==> config.mk <==
export PLATFORM = sky130hd
export DESIGN_NAME = humidity_temp_frame_check_convert
export DESIGN_NICKNAME = d
export VERILOG_FILES = /design/src/rtl/htfc_pkg.sv /design/src/rtl/humidity_temp_frame_check_convert.sv /design/src/rtl/htfc_crc8.sv
export SDC_FILE = /design/constraint.sdc
export NUM_CORES = 1
export LEC_CHECK = 0
export ABC_CLOCK_PERIOD_IN_PS = 8900
export CORE_UTILIZATION = 50
export CTS_CLUSTER_DIAMETER = 80
export DETAILED_ROUTE_END_ITERATION = 12
export DONT_BUFFER_PORTS = 1
export SETUP_SLACK_MARGIN = 0.2
export SYNTH_ARGS = -nofsm -noshare
export SYNTH_HDL_FRONTEND = slang
export SYNTH_SLANG_ARGS = --single-unit
==> constraint.sdc <==
create_clock -name clk -period 8.9 [get_ports clk]
set_input_delay 0.445 -clock clk [delete_from_list [all_inputs] [get_ports clk]]
set_output_delay 0.445 -clock clk [all_outputs]
set_load 0.05 [all_outputs]
==> src/rtl/htfc_pkg.sv <==
// shared constants, stage types and checksum helper for the frame check and convert block
package htfc_pkg;

    // x^8+x^5+x^4+1 with the x^8 term implied
    localparam logic [7:0]  CRC_POLY    = 8'h31;
    localparam logic [14:0] T_MUL       = 15'd17572;
    localparam logic [15:0] T_OFF       = 16'd4685;
    localparam logic [13:0] H_MUL       = 14'd12500;
    localparam logic [14:0] H_OFF       = 15'd600;
    localparam logic [6:0]  CENTI       = 7'd100;
    localparam logic [13:0] MICRO_SCALE = 14'd10000;
    // floor(n / 100) == (n * 5243) >> 19 for every n below 43690
    localparam logic [12:0] RECIP_100   = 13'd5243;
    localparam int          RECIP_SHIFT = 19;

    localparam logic FUNC_TEMP  = 1'b0;
    localparam logic FUNC_HUMID = 1'b1;

    localparam logic STATUS_OK  = 1'b0;
    localparam logic STATUS_ERR = 1'b1;

    typedef struct packed {
        logic        status;
        logic [15:0] temp_raw;
        logic [15:0] humid_raw;
    } raw_stage_t;

    typedef struct packed {
        logic               status;
        logic signed [15:0] temp_centi;
        logic signed [14:0] humid_centi;
    } centi_stage_t;

    typedef struct packed {
        logic        status;
        logic        temp_neg;
        logic [13:0] temp_mag;
        logic [7:0]  temp_q;
        logic        humid_neg;
        logic [13:0] humid_mag;
        logic [6:0]  humid_q;
    } quot_stage_t;

    typedef struct packed {
        logic       status;
        logic       temp_neg;
        logic [7:0] temp_q;
        logic [6:0] temp_rem;
        logic       humid_neg;
        logic [6:0] humid_q;
        logic [6:0] humid_rem;
    } rem_stage_t;

    // checksum contribution of message bit k alone (bit 15 is the first bit sent)
    function automatic logic [7:0] crc_column(input int k);
        logic [15:0] msg;
        logic [7:0]  c;
        logic        fb;
        msg = 16'd1 << k;
        c   = 8'd0;
        for (int j = 15; j >= 0; j--)
        begin
            fb = c[7] ^ msg[j];
            c  = {c[6:0], 1'b0} ^ (fb ? CRC_POLY : 8'd0);
        end
        return c;
    endfunction

endpackage

==> src/rtl/humidity_temp_frame_check_convert.sv <==
// top level: frame checksum, sample registers and conversion pipeline
// throughput: one word per cycle; each stage holds while the one after it is full and stalled
// the pipeline is input register, checksum/update, scale, divide by 100, remainder, output
// reset clears all stage valids and both stored samples to zero
// before any good frame the outputs read -46.850000 degrees and -6.000000 percent
module humidity_temp_frame_check_convert
    import htfc_pkg::*;
(
    input  logic                clk,
    input  logic                rst_n,
    input  logic                in_valid,
    output logic                in_stall,
    input  logic                func,
    input  logic [7:0]          sample_high,
    input  logic [7:0]          sample_low,
    input  logic [7:0]          check_byte,
    output logic                out_valid,
    input  logic                out_stall,
    output logic                status,
    output logic signed [8:0]   temp_whole,
    output logic signed [20:0]  temp_micro,
    output logic signed [7:0]   humid_whole,
    output logic signed [20:0]  humid_micro
);

    function automatic logic [13:0] times_100(input logic [7:0] q);
        return (14'(q) << 6) + (14'(q) << 5) + (14'(q) << 2);
    endfunction

    // stage valids
    logic v0_reg, v1_reg, v2_reg, v3_reg, v4_reg, vout_reg;
    logic adv0, adv1, adv2, adv3, adv4, adv5;

    assign adv5     = !vout_reg || !out_stall;
    assign adv4     = !v4_reg || adv5;
    assign adv3     = !v3_reg || adv4;
    assign adv2     = !v2_reg || adv3;
    assign adv1     = !v1_reg || adv2;
    assign adv0     = !v0_reg || adv1;
    assign in_stall = !adv0;

    always_ff @(posedge clk or negedge rst_n)
    begin
        if (!rst_n)
        begin
            v0_reg   <= 1'b0;
            v1_reg   <= 1'b0;
            v2_reg   <= 1'b0;
            v3_reg   <= 1'b0;
            v4_reg   <= 1'b0;
            vout_reg <= 1'b0;
        end
        else
        begin
            if (adv0) v0_reg   <= in_valid;
            if (adv1) v1_reg   <= v0_reg;
            if (adv2) v2_reg   <= v1_reg;
            if (adv3) v3_reg   <= v2_reg;
            if (adv4) v4_reg   <= v3_reg;
            if (adv5) vout_reg <= v4_reg;
        end
    end

    // input register
    logic       func_reg;
    logic [7:0] high_reg, low_reg, check_reg;

    always_ff @(posedge clk)
    begin
        if (adv0)
        begin
            func_reg  <= func;
            high_reg  <= sample_high;
            low_reg   <= sample_low;
            check_reg <= check_byte;
        end
    end

    // checksum and sample update
    logic [7:0]  crc_val;
    logic        crc_ok;
    logic [15:0] temp_raw_reg, temp_raw_next;
    logic [15:0] humid_raw_reg, humid_raw_next;
    logic        take0;

    htfc_crc8 u_crc
    (
        .data ({high_reg, low_reg}),
        .crc  (crc_val)
    );

    assign crc_ok = (crc_val == check_reg);
    assign take0  = v0_reg && adv1;

    always_comb
    begin
        temp_raw_next  = temp_raw_reg;
        humid_raw_next = humid_raw_reg;
        if (crc_ok && func_reg == FUNC_TEMP)
        begin
            temp_raw_next = {high_reg, low_reg};
        end
        if (crc_ok && func_reg == FUNC_HUMID)
        begin
            humid_raw_next = {high_reg, low_reg};
        end
    end

    always_ff @(posedge clk or negedge rst_n)
    begin
        if (!rst_n)
        begin
            temp_raw_reg  <= 16'd0;
            humid_raw_reg <= 16'd0;
        end
        else if (take0)
        begin
            temp_raw_reg  <= temp_raw_next;
            humid_raw_reg <= humid_raw_next;
        end
    end

    raw_stage_t s1_reg;

    always_ff @(posedge clk)
    begin
        if (adv1)
        begin
            s1_reg.status    <= crc_ok ? STATUS_OK : STATUS_ERR;
            s1_reg.temp_raw  <= temp_raw_next;
            s1_reg.humid_raw <= humid_raw_next;
        end
    end

    // scale to centi-units
    logic [30:0]  temp_prod;
    logic [29:0]  humid_prod;
    centi_stage_t s2_reg;

    assign temp_prod  = 31'(s1_reg.temp_raw) * 31'(T_MUL);
    assign humid_prod = 30'(s1_reg.humid_raw) * 30'(H_MUL);

    always_ff @(posedge clk)
    begin
        if (adv2)
        begin
            s2_reg.status      <= s1_reg.status;
            s2_reg.temp_centi  <= $signed({1'b0, temp_prod[30:16]}) - $signed(T_OFF);
            s2_reg.humid_centi <= $signed({1'b0, humid_prod[29:16]}) - $signed(H_OFF);
        end
    end

    // magnitude and quotient by 100
    logic [13:0] temp_mag, humid_mag;
    logic [26:0] temp_qprod, humid_qprod;
    quot_stage_t s3_reg;

    assign temp_mag    = s2_reg.temp_centi[15] ? 14'(-s2_reg.temp_centi)
                                               : s2_reg.temp_centi[13:0];
    assign humid_mag   = s2_reg.humid_centi[14] ? 14'(-s2_reg.humid_centi)
                                                : s2_reg.humid_centi[13:0];
    assign temp_qprod  = 27'(temp_mag) * 27'(RECIP_100);
    assign humid_qprod = 27'(humid_mag) * 27'(RECIP_100);

    always_ff @(posedge clk)
    begin
        if (adv3)
        begin
            s3_reg.status    <= s2_reg.status;
            s3_reg.temp_neg  <= s2_reg.temp_centi[15];
            s3_reg.temp_mag  <= temp_mag;
            s3_reg.temp_q    <= temp_qprod[RECIP_SHIFT +: 8];
            s3_reg.humid_neg <= s2_reg.humid_centi[14];
            s3_reg.humid_mag <= humid_mag;
            s3_reg.humid_q   <= humid_qprod[RECIP_SHIFT +: 7];
        end
    end

    // remainder
    logic [13:0] temp_rem_full, humid_rem_full;
    rem_stage_t  s4_reg;

    assign temp_rem_full  = s3_reg.temp_mag - times_100(s3_reg.temp_q);
    assign humid_rem_full = s3_reg.humid_mag - times_100({1'b0, s3_reg.humid_q});

    always_ff @(posedge clk)
    begin
        if (adv4)
        begin
            s4_reg.status    <= s3_reg.status;
            s4_reg.temp_neg  <= s3_reg.temp_neg;
            s4_reg.temp_q    <= s3_reg.temp_q;
            s4_reg.temp_rem  <= temp_rem_full[6:0];
            s4_reg.humid_neg <= s3_reg.humid_neg;
            s4_reg.humid_q   <= s3_reg.humid_q;
            s4_reg.humid_rem <= humid_rem_full[6:0];
        end
    end

    // signed whole and micro parts
    logic [19:0] temp_frac, humid_frac;
    logic signed [8:0]  temp_whole_next;
    logic signed [20:0] temp_micro_next;
    logic signed [7:0]  humid_whole_next;
    logic signed [20:0] humid_micro_next;

    assign temp_frac  = 20'(s4_reg.temp_rem) * 20'(MICRO_SCALE);
    assign humid_frac = 20'(s4_reg.humid_rem) * 20'(MICRO_SCALE);

    always_comb
    begin
        temp_whole_next  = $signed({1'b0, s4_reg.temp_q});
        temp_micro_next  = $signed({1'b0, temp_frac});
        humid_whole_next = $signed({1'b0, s4_reg.humid_q});
        humid_micro_next = $signed({1'b0, humid_frac});
        if (s4_reg.temp_neg)
        begin
            temp_whole_next = -temp_whole_next;
            temp_micro_next = -temp_micro_next;
        end
        if (s4_reg.humid_neg)
        begin
            humid_whole_next = -humid_whole_next;
            humid_micro_next = -humid_micro_next;
        end
    end

    logic               status_reg;
    logic signed [8:0]  temp_whole_reg;
    logic signed [20:0] temp_micro_reg;
    logic signed [7:0]  humid_whole_reg;
    logic signed [20:0] humid_micro_reg;

    always_ff @(posedge clk)
    begin
        if (adv5)
        begin
            status_reg      <= s4_reg.status;
            temp_whole_reg  <= temp_whole_next;
            temp_micro_reg  <= temp_micro_next;
            humid_whole_reg <= humid_whole_next;
            humid_micro_reg <= humid_micro_next;
        end
    end

    assign out_valid   = vout_reg;
    assign status      = status_reg;
    assign temp_whole  = temp_whole_reg;
    assign temp_micro  = temp_micro_reg;
    assign humid_whole = humid_whole_reg;
    assign humid_micro = humid_micro_reg;

    // a bad checksum never touches the stored samples
    a_bad_frame_keeps: assert property (@(posedge clk) disable iff (!rst_n)
        (take0 && !crc_ok) |=> ($stable(temp_raw_reg) && $stable(humid_raw_reg)))
        else $error("stored sample changed on checksum mismatch");

    // a good temperature frame lands in the temperature register only
    a_good_temp_store: assert property (@(posedge clk) disable iff (!rst_n)
        (take0 && crc_ok && func_reg == FUNC_TEMP)
        |=> (temp_raw_reg == $past({high_reg, low_reg}) && $stable(humid_raw_reg)))
        else $error("good temperature frame not stored");

    // the status word travels with its frame
    a_status_follows: assert property (@(posedge clk) disable iff (!rst_n)
        take0 |=> (s1_reg.status == ($past(crc_ok) ? STATUS_OK : STATUS_ERR)))
        else $error("status does not match checksum result");

    // remainder after the reciprocal divide stays a digit pair
    a_rem_range: assert property (@(posedge clk) disable iff (!rst_n)
        v4_reg |-> (s4_reg.temp_rem < CENTI && s4_reg.humid_rem < CENTI))
        else $error("remainder out of range");

    // input only stalls when every stage is holding a word
    a_stall_full: assert property (@(posedge clk) disable iff (!rst_n)
        in_stall |-> (v0_reg && v1_reg && v2_reg && v3_reg && v4_reg && vout_reg && out_stall))
        else $error("input stalled with a free stage");

endmodule

==> src/rtl/htfc_crc8.sv <==
// checksum over the two sample bytes as a flat xor network
module htfc_crc8
    import htfc_pkg::*;
(
    input  logic [15:0] data,
    output logic [7:0]  crc
);

    logic [7:0] column [16];

    genvar gi;
    generate
        for (gi = 0; gi < 16; gi++)
        begin : g_col
            localparam logic [7:0] COL = crc_column(gi);
            assign column[gi] = data[gi] ? COL : 8'd0;
        end
    endgenerate

    // crc is linear with zero init, so each set bit adds its own column
    always_comb
    begin
        crc = 8'd0;
        for (int i = 0; i < 16; i++)
        begin
            crc = crc ^ column[i];
        end
    end

endmodule

# Word-level counts from Yosys, hierarchy flattened
# Index checks and enable logic that the tools add are counted.
# Widths: inputs -> output; s select.
[op_classes]
n_addsub = 14
n_mul = 6
div = 0
n_lt_le_gt_ge = 0
n_eq_ne = 1
shifts = 0
mux = 25
n_bitwise = 16
reduce_logical = 17
[op_table]
columns = ["op", "n"]
rows = [
  ["$xor 8x8->8", 15],
  ["$mux 8", 9],
  ["$neg 20->21", 2],
  ["$mux 20", 2],
  ["$mux 7", 5],
  ["$mul 7x10->16 const B", 2],
  ["$mux 16", 2],
  ["$mul 16x13->29 const B", 1],
  ["$add 7x7->7", 4],
  ["$mul 16x12->28 const B", 1],
  ["$mux 14", 2],
  ["$neg 14->14", 2],
  ["$mul 14x13->27 const B", 1],
  ["$mul 14x13->26 const B", 1],
  ["$mux 6", 4],
  ["$sub 15x13->16 const B", 1],
  ["$sub 14x10->15 const B", 1],
  ["$sub 7x7->7", 2],
  ["$neg 8->9", 1],
  ["$eq 8x8->1", 1],
  ["$logic_not 1->1", 8],
  ["$neg 7->8", 1],
  ["$logic_or 1x1->1", 6],
  ["$logic_and 1x1->1", 3],
  ["2 further kinds", 2],
]
[totals]
ff_bits = 252
latchBits = 0
ram_bits = 0
mem_bits_ro = 0
input_bits = 29
n_memories = 0

# Depth between registers and ports, before layout
# Gate-level depths: netlist (run 1).
[depth]
word_depth = 19
mapped_depth = 29
mapped_depth_nobuf = 29

# Modules after synthesis
# Synthesis (run 1) repeated with hierarchy kept, for this count alone.
[hier_totals]
hier_cells = 2239
area_unflattened_um2 = 24858.8
[by_module_without_submodules]
columns = ["module", "instances", "cells_each", "area_per_inst_um2", "seq_area_each_um2"]
rows = [
  ["humidity_temp_frame_check_convert", 1, 2209, 24512.3, 7106.8],
  ["htfc_crc8", 1, 30, 346.6, 0.0],
]

# Worst setup path before layout (run 1)
# OpenSTA, ideal clock, no wires.
[synth_timing]
path_kind = "reg2reg"
start = "register s2_reg[0] in the netlist's numbering"
end = "register s3_reg[6] in the netlist's numbering, data pin"
setup_time_ns = 0.260
t_arrival_ns = 6.553
path_slack_ns = 2.087
stages_incl_launch_ff = 27
path_buffers = 0
cell_sequence = "edfxtp_1 -> inv_1 -> nand2_1 -> or4_1 -> or4_1 -> o21ai_0 -> xor2_1 -> inv_1 -> ha_1 -> inv_1 -> fa_1 -> inv_1 -> fa_1 -> fa_1 -> inv_1 -> fa_1 -> inv_1 -> ha_1 -> o21a_1 -> o21ai_0 -> nor2_1 -> a221oi_1 -> a21oi_1 -> a21o_1 -> a21o_1 -> a21oi_1 -> xnor2_1"
[synth_via]
elab_chain_cells = 3
[synth_lines]
columns = ["item", "line", "rtl"]
rows = [
  ["start, declared", "humidity_temp_frame_check_convert.sv:138", "centi_stage_t s2_reg;"],
  ["$neg 14->14", "humidity_temp_frame_check_convert.sv:160", "assign humid_mag = s2_reg.humid_centi[14] ? 14'(-s2_reg.humid_centi)"],
  ["$mux 14 (*)", "humidity_temp_frame_check_convert.sv:160", ""],
  ["$mul 14x13->26 (*)", "humidity_temp_frame_check_convert.sv:163", "assign humid_qprod = 27'(humid_mag) * 27'(RECIP_100);"],
  ["via humid_qprod[25]", "humidity_temp_frame_check_convert.sv:155", "logic [26:0] temp_qprod, humid_qprod;"],
  ["end, declared", "humidity_temp_frame_check_convert.sv:156", "quot_stage_t s3_reg;"],
]
# Mark *: on every way through the listed nets, which the timed path passes. The rest lies on a longest branch.
# A chain may end at the register's enable or synchronous reset.

# Worst setup path in the final report (run 1)
# Same ends and word-level chain as after synthesis.

==> summary.txt, run 1 <==
Outcome
  • Outcome: completed

Finish
  • Area delta synth->final: 7.58%
  • Antenna diode count: 0
  • # nets final: 3028
  • Filler cells: 4347
  • Max FFs per register: 33
  • Layout cells sized above 1: 5.77%
  • Seq. cell area: 7110 µm²
  • Area of the multi-input gates: 15600 µm²

Worst setup path
  • Worst Path Required: 9170 ps
  • Worst Setup SP: s2_reg[0]
  • RR Startpoint: s2_reg[0]
  • CP max stage delay: 600 ps
  • CP Capture Type: flop
  • Worst Path Class, Setup: reg -> reg
  • Worst-path fanout max: 7
  • Critical-path top delay cell: xor2_1
  • Critical path arrival: 7780 ps
  • Worst setup SP type: flop
  • Crit path top cell by count: inv_1

GRT
  • Number of global-route vias before repair: 16092
  • Initial antenna violation count: 0
  • Total GRT Usage: 18.7%
  • Total congestion overflow: 0
  • First-pass GRT wire length: 76900 µm
  • Largest net degree at the start of global routing: 54

Clock network
  • H-tree depth reported by CTS: 1
  • Postcts setup bufs: 0
  • Clock latency at the later pin of the worst-skew pair: 560 ps
  • Worst-path clk slew: 60 ps
  • CTS buffer count: 28
  • CTS tree: yes
  • Root buf cell: clkbuf_16
  • Clk sinks: 243
  • CTS Buffer Depth: 3

Logic synthesis
  • Cells after Synth: 2282
  • Number of synthesized flops with an enable pin: 205
  • Top_reg_cell synth: edfxtp_1
  • Mapped Avg Cell Area: 10.9 µm²
  • Top post-synthesis cells by area: edfxtp_1 (25%), ha_1 (24%), fa_1 (17%)
  • Mapped Area: 24900 µm²
  • Yosys top cell area share: 24.7%
  • Yosys cell types: 72
  • Flops & latches, synth: 243
  • Asr flop ratio synth: 15.6%
  • Register area share after synthesis: 28.6%
  • Most area-hungry cell type in the Yosys netlist: edfxtp_1
  • Synth warn: 0

Timing
  • Fin crit period: 7510 ps
  • Final setup TNS: 0 ps
  • Clk_skew: 32.2 ps
  • Max Slew Vio Count: 0
  • Achievable frequency: 133 MHz
  • Final worst path period share: 84.4%
  • Fin. Hold Viols: 0
  • # setup viols final: 0
  • Worst Tran Pin Value: 1120 ps
  • Worst slew margin: 24.8%
  • RSZ-0062 raised after global routing: false
  • Final setup margin: 1390 ps

Worst hold path
  • Worst min-delay path class: in -> reg
  • Hold_sp: in_valid

Routing
  • Post-DRT Antenna Nets: 0
  • Met2 Wirelength: 22500 µm
  • Avg WL per Cell: 14.8 µm
  • Uppermost layer routed: met4
  • Via Count: 14965
  • Via/cell ratio: 4.98
  • Starting DRT DRC Count: 442
  • WL final: 44500 µm
  • DRC errors left: 0
  • DRT Pass-1 Iters: 4
  • WL met1: 19600 µm
  • WL met3: 1190 µm

Floorplan
  • Std-Cell Core Area: 49100 µm²
  • Rows: 81
  • DIE AREA: 50700 µm²
  • Initial Utilization: 50.7%
  • Die Span Y: 225 µm
  • Die X: 225 µm
  • # IOs: 91

Placed design
  • Dpl hpwl: 37500 µm
  • GPL Wtd Cong: 0.878
  • Pre-CTS WS: 1440 ps
  • Port bufs: 0

Run
  • # Max-Cap Violations: 0
==> cells in the mapped netlist (all sizes together) (8+ instances only) <==
library cell,count
or3,21
a21oi,42
nor2,70
and3,10
xnor2,158
inv,534
or2,11
dfrtp,38
xor2,50
nand3,16
ha,474
o31ai,21
a21o,16
nor3,17
edfxtp,205
mux2,65
o21a,19
o21ai,50
o21bai,9
a21boi,8
clkbuf,21
nand2b,19
fa,207
buf,13
nor2b,9
nand2,87
==> path summary, 6_finish.rpt <==
| kind | depth (start not counted) | slack (ps) | to |
|---|---|---|---|
| max | 29 | 1390 | s3_reg[6] |
| min | 1 | 40 | v0_reg |
| max reg2reg | 29 | 1390 | s3_reg[6] |
| min reg2reg | 0 | 420 | s4_reg[27] |
| max in group asynchronous | 2 | 8310 | out_valid |
| min in group asynchronous | 2 | 350 | temp_raw_reg[1] |
==> through the flow <==
stage | cell area, µm² | std cells | hold slack (ps) | utilization, %
5_1_grt | 26800 | 3003 | 25.9 | 54.6
2_1_floorplan | 24900 | 2289 | 149 | -
4_1_cts | 26800 | 3003 | 4.36 | 54.6
6_report | 26800 | 3003 | 38.0 | 54.6
3_3_place_gp | 25600 | 2925 | 150 | 52.2
3_5_place_dp | 25600 | 2925 | 151 | 52.2
==> what timing repair did <==
item                      4_1_cts  5_1_grt
resized for setup               0        0
hold endpoints to repair       63        0
hold buffers                   27        0
==> metal layers <==
metal	GRT usage (%)	vias to the layer above
li1	-	7567
met1	22.8	7134
met2	34.5	195
met3	2.40	69
met4	4.61	0
met5	0	-
==> worst max-delay path: cells and delay by family (launching register included) <==
| kind | cells | cell delay (ps) |
|---|---|---|
| adders and majority gates | 7 | 2530 |
| AOI/OAI and AO/OA | 10 | 2250 |
| buffers and inverters | 6 | 660 |
| xor gates and xnor gates | 3 | 890 |
| DFF | 1 | 490 |
| and+or+nand+nor | 3 | 430 |
==> layout by cell type, fill, tap and decap left out, types with 21 or more instances in the layout <==
cell           synthesis  routed
xor2_1                50      50
dfrtp_1               38      38
ha_1                 474     474
fa_1                 207     207
xnor2_1              158     158
clkbuf_16              0      29
mux2_2                65      65
nor2_1                69      69
inv_1                534     534
o21ai_0               47      47
o31ai_1               21      21
dlygate4sd3_1          0      26
a21oi_1               42      42
or3_1                 21      21
nand2_1               87      86
edfxtp_1             205     205
==> cell families (layout without fill, tap and decap cells) <==
kind of cell | after synthesis | in the layout | synth area share, %
other | 1 | 8 | 0.0151
buffers and inverters | 568 | 618 | 8.75
XOR/XNOR | 208 | 208 | 7.32
AND/OR/NAND/NOR | 293 | 293 | 5.80
multiplexers | 67 | 67 | 3.02
adder cells (fa/ha/maj) | 681 | 681 | 40.5
AO/OA/AOI/OAI | 221 | 221 | 6.05
flip-flops | 243 | 243 | 28.6
==> layout make-up <==
cell class              instances  area share, %
multi-input cells            1478           58.4
repair buffers                 33           1.22
flip-flops and latches        243           26.5
clock buffers                  39           2.96
well taps                     664           3.10
inverters                     534           7.49
clock inverters                12          0.304
Power of run 1 is left out: the tool's default activity adds up to more than one toggle a clock period on the data nets, which glitch-free logic cannot reach.
==> inputs of run 2 (changes only) <==
--- a/config.mk
+++ b/config.mk
@@ -5,7 +5,8 @@
 export SDC_FILE = /design/constraint.sdc
 export NUM_CORES = 1
 export LEC_CHECK = 0
-export ABC_CLOCK_PERIOD_IN_PS = 8900
+export ABC_AREA = 1
+export ABC_CLOCK_PERIOD_IN_PS = 7700
 export CORE_UTILIZATION = 50
 export CTS_CLUSTER_DIAMETER = 80
 export DETAILED_ROUTE_END_ITERATION = 12
==> constraint.sdc (replaced) <==
create_clock -name clk -period 7.7 [get_ports clk]
set_input_delay 0.385 -clock clk [delete_from_list [all_inputs] [get_ports clk]]
set_output_delay 0.385 -clock clk [all_outputs]
set_load 0.05 [all_outputs]
==> run 2 against run 1 <==
  * Final area increased by 12%
  * Maximum frequency increased by 16%
  * Flip-flop and latch count unchanged
  * Global-route usage increased by 2.1 points
  * Worst hold slack improved by 270 ps
  * First-iteration DRC count increased by 85%
  * Via count increased by 33%
  * Final cell count increased by 34%
  * Highest routed layer unchanged
  * Register-to-register slack got worse by 190 ps
  * Critical path type unchanged
  * Sequential share of layout area decreased by 2.7 points
==> summary.txt, run 2 <==
Finish
  • # nets final: 3974 (was 3028)
  • Area delta synth->final: 7.55% (was 7.58%)
  • Finished Core Util: 54.9% (was 54.6%)
  • Most frequent cells in the layout: inv_1 (811), nand2_1 (630), ha_1 (474) (was inv_1 (534), ha_1 (474), fa_1 (207))
  • Max FFs per register: 33 (unchanged)
  • Most common cell after layout, fill and taps aside: inv_1 (unchanged)
  • Final cell count without fillers: 4028 (was 3003)
  • Layout cells sized above 1: 3.10% (was 5.77%)

Timing
  • Max Slew Vio Count: 0 (unchanged)
  • Fin crit period: 6500 ps (was 7510 ps)
  • Fin. Hold Viols: 0 (unchanged)
  • # setup viols final: 0 (unchanged)
  • Worst Tran Pin Value: 1190 ps (was 1120 ps)
  • Achievable frequency: 154 MHz (was 133 MHz)
  • Final worst path period share: 84.4% (about the same)
  • Final setup TNS: 0 ps (unchanged)
  • Clk_skew: 21.1 ps (was 32.2 ps)
  • RSZ-0062 raised after global routing: false (unchanged)
  • Worst slew margin: 19.9% (was 24.8%)

Floorplan
  • Die Span Y: 238 µm (was 225 µm)
  • Rows: 85 (was 81)
  • Std-Cell Core Area: 54300 µm² (was 49100 µm²)
  • Initial Utilization: 51.1% (was 50.7%)
  • DIE AREA: 56500 µm² (was 50700 µm²)
  • # IOs: 91 (unchanged)
  • Die X: 238 µm (was 225 µm)

Logic synthesis
  • Top post-synthesis cells by area: edfxtp_1 (22%), ha_1 (21%), fa_1 (15%) (was edfxtp_1 (25%), ha_1 (24%), fa_1 (17%))
  • Cells after Synth: 3223 (was 2282)
  • Most area-hungry cell type in the Yosys netlist: edfxtp_1 (unchanged)
  • Yosys cell types: 45 (was 72)
  • Mapped Avg Cell Area: 8.61 µm² (was 10.9 µm²)
  • Number of synthesized flops with an enable pin: 205 (unchanged)
  • Commonest cells in the netlist: inv_1 (811), nand2_1 (631), ha_1 (474) (was inv_1 (534), ha_1 (474), fa_1 (207))
  • Flops & latches, synth: 243 (unchanged)
  • Top_reg_cell synth: edfxtp_1 (unchanged)
  • Count leader, synth: inv_1 (unchanged)
  • Synth warn: 0 (unchanged)
  • Mapped Area: 27800 µm² (was 24900 µm²)
  • Asr flop ratio synth: 15.6% (unchanged)
  • Register area share after synthesis: 25.6% (was 28.6%)
  • Yosys top cell area share: 22.2% (was 24.7%)

GRT
  • Number of global-route vias before repair: 20566 (was 16092)
  • Initial antenna violation count: 1 (was 0)
  • First-pass GRT wire length: 96700 µm (was 76900 µm)
  • Total GRT Usage: 20.8% (was 18.7%)
  • Total congestion overflow: 0 (unchanged)
  • Largest net degree at the start of global routing: 55 (was 54)

Placed design
  • Port bufs: 0 (unchanged)
  • Placed cells: 3943 (was 2925)
  • GPL Wtd Cong: 0.880 (was 0.878)
  • Dpl hpwl: 48000 µm (was 37500 µm)

Worst setup path
  • Critical path arrival: 6810 ps (was 7780 ps)
  • Worst Path Required: 8010 ps (was 9170 ps)
  • Worst Path Class, Setup: reg -> reg (unchanged)
  • Worst-path fanout max: 7 (unchanged)
  • Worst setup SP type: flop (unchanged)
  • CP Capture Type: flop (unchanged)

Clock network
  • H-tree depth reported by CTS: 1 (unchanged)
  • Post-cts resize count: 0 (unchanged)
  • Clock latency at the later pin of the worst-skew pair: 570 ps (was 560 ps)
  • Worst-path clk slew: 60 ps (about the same)
  • CTS buffer count: 30 (was 28)
  • Clk sinks: 243 (unchanged)
  • CTS Buffer Depth: 3 (unchanged)
  • Root buf cell: clkbuf_16 (unchanged)
  • CTS tree: yes (unchanged)
  • Hold buffer count at CTS: 28 (was 27)
  • Postcts setup bufs: 0 (unchanged)

Routing
  • DRT Pass-1 Iters: 5 (was 4)
  • Post-DRT Antenna Nets: 0 (unchanged)
  • Via Count: 19952 (was 14965)
  • Starting DRT DRC Count: 816 (was 442)
  • DRC errors left: 0 (unchanged)
  • Via/cell ratio: 4.95 (was 4.98)
  • Avg WL per Cell: 14.0 µm (was 14.8 µm)
  • WL final: 56500 µm (was 44500 µm)

Outcome
  • Outcome: completed (unchanged)

Worst hold path
  • Worst min-delay path class: in -> async (was in -> reg)

Run
  • # Max-Cap Violations: 0 (unchanged)
## run 2: changes by cell type in the layout (fill, tap and decap cells not counted), moves of 22 or more
cell and change:
inv_1 +277, nor2_1 +69, nand2_1 +544, a21oi_1 +55, nand2_2 +22, mux2_2 -65, nand3_1 +106, and2_1 +28
nand4_1 +55, xor2_1 +66, xnor2_1 -99
## run 2: path summary, 6_finish.rpt
kind / startpoint / end / slack (ps) / depth (start not counted)
hold reg to reg: s3_reg[27] / s4_reg[27] / 420 / 0
max in group asynchronous: rst_n / v1_reg / 7180 / 2
setup / recovery: s2_reg[0] / s3_reg[6] / 1200 / 27
setup reg to reg: s2_reg[0] / s3_reg[6] / 1200 / 27
min in group clk: out_stall / out_valid / 340 / 3
hold / removal: rst_n / v3_reg / 310 / 2
## run 2: worst max-delay path, cell delays in order (launching register included)
cell,delay (ps)
edfxtp_1,500
inv_1,170
ha_1,170
inv_1,50
nor3_1,180
nand3_1,130
o31ai_1,410
o21ai_0,190
xor2_1,200
buf_4,190
inv_1,100
fa_1,490
inv_1,40
ha_1,260
inv_1,40
fa_1,470
inv_1,50
fa_1,530
inv_1,60
fa_1,530
inv_1,40
ha_1,310
nand2_1,110
nor4_1,310
nand2_1,100
o211ai_1,310
a21oi_1,130
xor2_1,180
## run 2: routing by layer
metal / up-vias / global-route usage (%) / routed length, µm
li1: 10156 / - / -
met1: 9434 / 26.8 / 26000
met5: - / 0 / 0
met3: 73 / 2.30 / 1570
met4: 0 / 4.30 / 1040
met2: 289 / 37.5 / 27900
## run 2: kinds of logic (layout without fill, tap and decap cells)
kind of cell | after synthesis | count (layout) | synth area share (%)
AOI/OAI and AO/OA | 188 | 188 | 3.71
xor gates and xnor gates | 176 | 176 | 5.58
adders and majority gates | 681 | 681 | 36.3
buffers and inverters | 852 | 910 | 11.8
DFF | 243 | 243 | 25.6
other | 1 | 9 | 0.0135
and+or+nand+nor | 1082 | 1082 | 17.0
## run 2: area by class of cell
type	count	area (µm²)
clock inverter	15	126
inverter	815	3060
clock buffer	41	866
fill	4953	24500
multi-input combinational	2135	17400
antenna	1	2.50
sequential	243	7110
timing repair buffer	39	373
tap	739	925
## run 2: through the flow
step / cell area, µm² / hold slack, ps / worst slack, ps
final: 29900 / 311 / 1200
after CTS: 29900 / 304 / 1170
after detailed placement: 28600 / 90.5 / 1180
after floorplan: 27800 / 89.4 / 1250
after global placement: 28600 / 90.4 / 1340
after global routing: 29900 / 311 / 631
Power of run 2 is left out for the same reason.
==> inputs of run 3 (changes only) <==
--- a/config.mk
+++ b/config.mk
@@ -6,7 +6,7 @@
 export NUM_CORES = 1
 export LEC_CHECK = 0
 export ABC_AREA = 1
-export ABC_CLOCK_PERIOD_IN_PS = 7700
+export ABC_CLOCK_PERIOD_IN_PS = 6300
 export CORE_UTILIZATION = 50
 export CTS_CLUSTER_DIAMETER = 80
 export DETAILED_ROUTE_END_ITERATION = 12
==> constraint.sdc (replaced) <==
create_clock -name clk -period 6.3 [get_ports clk]
set_input_delay 0.315 -clock clk [delete_from_list [all_inputs] [get_ports clk]]
set_output_delay 0.315 -clock clk [all_outputs]
set_load 0.05 [all_outputs]
==> run 3 against run 2 <==
  * Via count up 0.25%
  * Die area unchanged
  * Sequential share of layout area down 0.31 points
  * First-iteration DRC count up 3.4%
  * Critical path depth down 2
  * Final area up 1.3%
  * Register-to-register slack worse by 730 ps
  * Flip-flop and latch count unchanged
  * Non-clock buffer count up 29
  * Setup slack worse by 730 ps
  * Utilization up 0.72 points
  * Maximum frequency up 12%
  * Largest cell class unchanged
==> summary.txt, run 3 (synthesized netlist as in run 2, its figures left out) <==
Timing
  • Fin. Hold Viols: 0 (unchanged)
  • # setup viols final: 0 (unchanged)
  • Worst Tran Pin Value: 1120 ps (was 1190 ps)
  • Fin crit period: 5830 ps (was 6500 ps)
  • Achievable frequency: 172 MHz (was 154 MHz)
  • Final worst path period share: 92.5% (was 84.4%)
  • RSZ-0062 raised after global routing: true (was false)
  • Final setup TNS: 0 ps (unchanged)
  • Final setup margin: 474 ps (was 1200 ps)
  • Clk_skew: 10.6 ps (was 21.1 ps)
  • Max Slew Vio Count: 0 (unchanged)
  • Worst slew margin: 25.4% (was 19.9%)

Clock network
  • CTS Buffer Depth: 3 (unchanged)
  • Clk sinks: 243 (unchanged)
  • Clock latency at the later pin of the worst-skew pair: 560 ps (was 570 ps)
  • H-tree depth reported by CTS: 1 (unchanged)
  • CTS buffer count: 29 (was 30)
  • CTS tree: yes (unchanged)
  • Worst-path clk slew: 60 ps (about the same)
  • Root buf cell: clkbuf_16 (unchanged)

Routing
  • DRT Pass-1 Iters: 5 (unchanged)
  • WL final: 57200 µm (was 56500 µm)
  • Via Count: 20002 (was 19952)
  • Post-DRT Antenna Nets: 0 (unchanged)
  • Starting DRT DRC Count: 844 (was 816)
  • Via/cell ratio: 4.94 (was 4.95)
  • DRC errors left: 0 (unchanged)
  • Avg WL per Cell: 14.1 µm (was 14.0 µm)

Floorplan
  • Rows: 85 (unchanged)
  • Die Span Y: 238 µm (unchanged)
  • # IOs: 91 (unchanged)
  • Die X: 238 µm (unchanged)
  • DIE AREA: 56500 µm² (unchanged)
  • Std-Cell Core Area: 54300 µm² (unchanged)
  • Initial Utilization: 51.1% (unchanged)

Worst setup path
  • Worst reg-to-reg path cell count: 25 (was 27)
  • Critical-path top delay cell: fa_1 (unchanged)
  • CP max stage delay: 540 ps (was 530 ps)
  • Reg2Reg Setup Slack: 470 ps (was 1200 ps)
  • Worst setup SP type: flop (unchanged)
  • R2R Path End: s3_reg[28] (was s3_reg[6])
  • Critical path arrival: 6130 ps (was 6810 ps)
  • Worst Path Class, Setup: reg -> reg (unchanged)
  • Worst-path fanout max: 6 (was 7)
  • Crit path top cell by count: inv_1 (unchanged)
  • RR Startpoint: s2_reg[15] (was s2_reg[0])
  • Cell family with most CP delay: adder cells (unchanged)
  • Bufs and invs on worst path: 7 (was 9)
  • Number of cells on the critical path: 25 (was 27)
  • Worst Path Required: 6610 ps (was 8010 ps)
  • CP Capture Type: flop (unchanged)

Placed design
  • Pre-CTS WS: 183 ps (was 1180 ps)
  • GPL Wtd Cong: 0.894 (was 0.880)
  • Port bufs: 0 (unchanged)
  • Dpl hpwl: 48100 µm (was 48000 µm)

Finish
  • Filler cells: 4942 (was 4953)
  • Layout cells sized above 1: 5.13% (was 3.10%)
  • # nets final: 4002 (was 3974)
  • Antenna diode count: 0 (was 1)
  • Area delta synth->final: 8.96% (was 7.55%)
  • Most frequent cells in the layout: inv_1 (801), nand2_1 (623), ha_1 (468) (was inv_1 (811), nand2_1 (630), ha_1 (474))
  • Most common cell after layout, fill and taps aside: inv_1 (unchanged)
  • Seq. cell area: 7110 µm² (unchanged)
  • Max FFs per register: 33 (unchanged)
  • Area of the multi-input gates: 17700 µm² (was 17400 µm²)
  • Finished Core Util: 55.7% (was 54.9%)

GRT
  • Number of global-route vias before repair: 20463 (was 20566)
  • Total GRT Usage: 20.9% (was 20.8%)
  • Largest net degree at the start of global routing: 54 (was 55)
  • Initial antenna violation count: 0 (was 1)
  • First-pass GRT wire length: 96600 µm (was 96700 µm)
  • Total congestion overflow: 0 (unchanged)

Outcome
  • Outcome: completed (unchanged)

Run
  • # Max-Cap Violations: 0 (unchanged)

Worst hold path
  • Worst min-delay path class: in -> async (unchanged)
-- run 3: worst reg2reg max path: stages (launching register included) --
cell      delay [ps]
edfxtp_1         390
buf_4            180
nor3_1           140
inv_1            110
nor4_4           160
nand3_1          150
nand2_2          140
o21ai_0          130
xor2_1           270
inv_2            130
ha_1             320
inv_1             60
fa_1             530
inv_1             50
fa_1             470
fa_1             490
inv_1             60
fa_1             540
inv_1             40
ha_1             330
a21oi_1          180
nand2_1           80
o21ai_0          210
nand3_2          160
a21oi_1          190
xor2_1            80
-- run 3: metrics by stage --
step                      instance area, µm²  hold slack, ps  cells
after global placement                 28700            20.5   3963
after CTS                              29900             175   4044
after floorplan                        27800            19.4   3230
final                                  30300             194   4052
after detailed placement               28700            20.4   3963
after global routing                   30300             203   4052
-- run 3: worst max-delay path by stage --
stage                     from    endpoint  slack, ps
detailed placement   s2_reg[0]   s3_reg[6]        180
finish              s2_reg[15]  s3_reg[28]        470
global route        s2_reg[15]  s3_reg[28]        100
floorplan            s2_reg[0]   s3_reg[6]        210
CTS                  s2_reg[0]   s3_reg[6]        200
global placement     s2_reg[0]   s3_reg[6]        280
-- run 3: final cells by class --
type,count,share of cell area (%)
Timing Repair Buffer,68,1.98
Sequential cell,243,23.5
Clock buffer,36,2.55
Multi-Input combinational cell,2135,58.4
Tap cell,739,3.06
Clock inverter,16,0.385
Inverter,815,10.1
-- run 3: what timing repair did --
action,CTS,global route
resized for setup,1,56
pin swaps,1,27
endpoints found under the hold margin,64,0
buffers inserted,1,8
hold buffers,28,0
setup endpoints to repair,2,13
cloned,0,0
-- run 3: layer usage --
layer | share of wire [%] | track usage [%] | up-vias
met5 | 0 | 0 | -
met4 | 2.3 | 5.04 | 0
met3 | 2.7 | 1.96 | 76
met2 | 49 | 37.4 | 287
met1 | 46 | 27.0 | 9422
li1 | - | - | 10217
Power of run 3 is left out for the same reason.
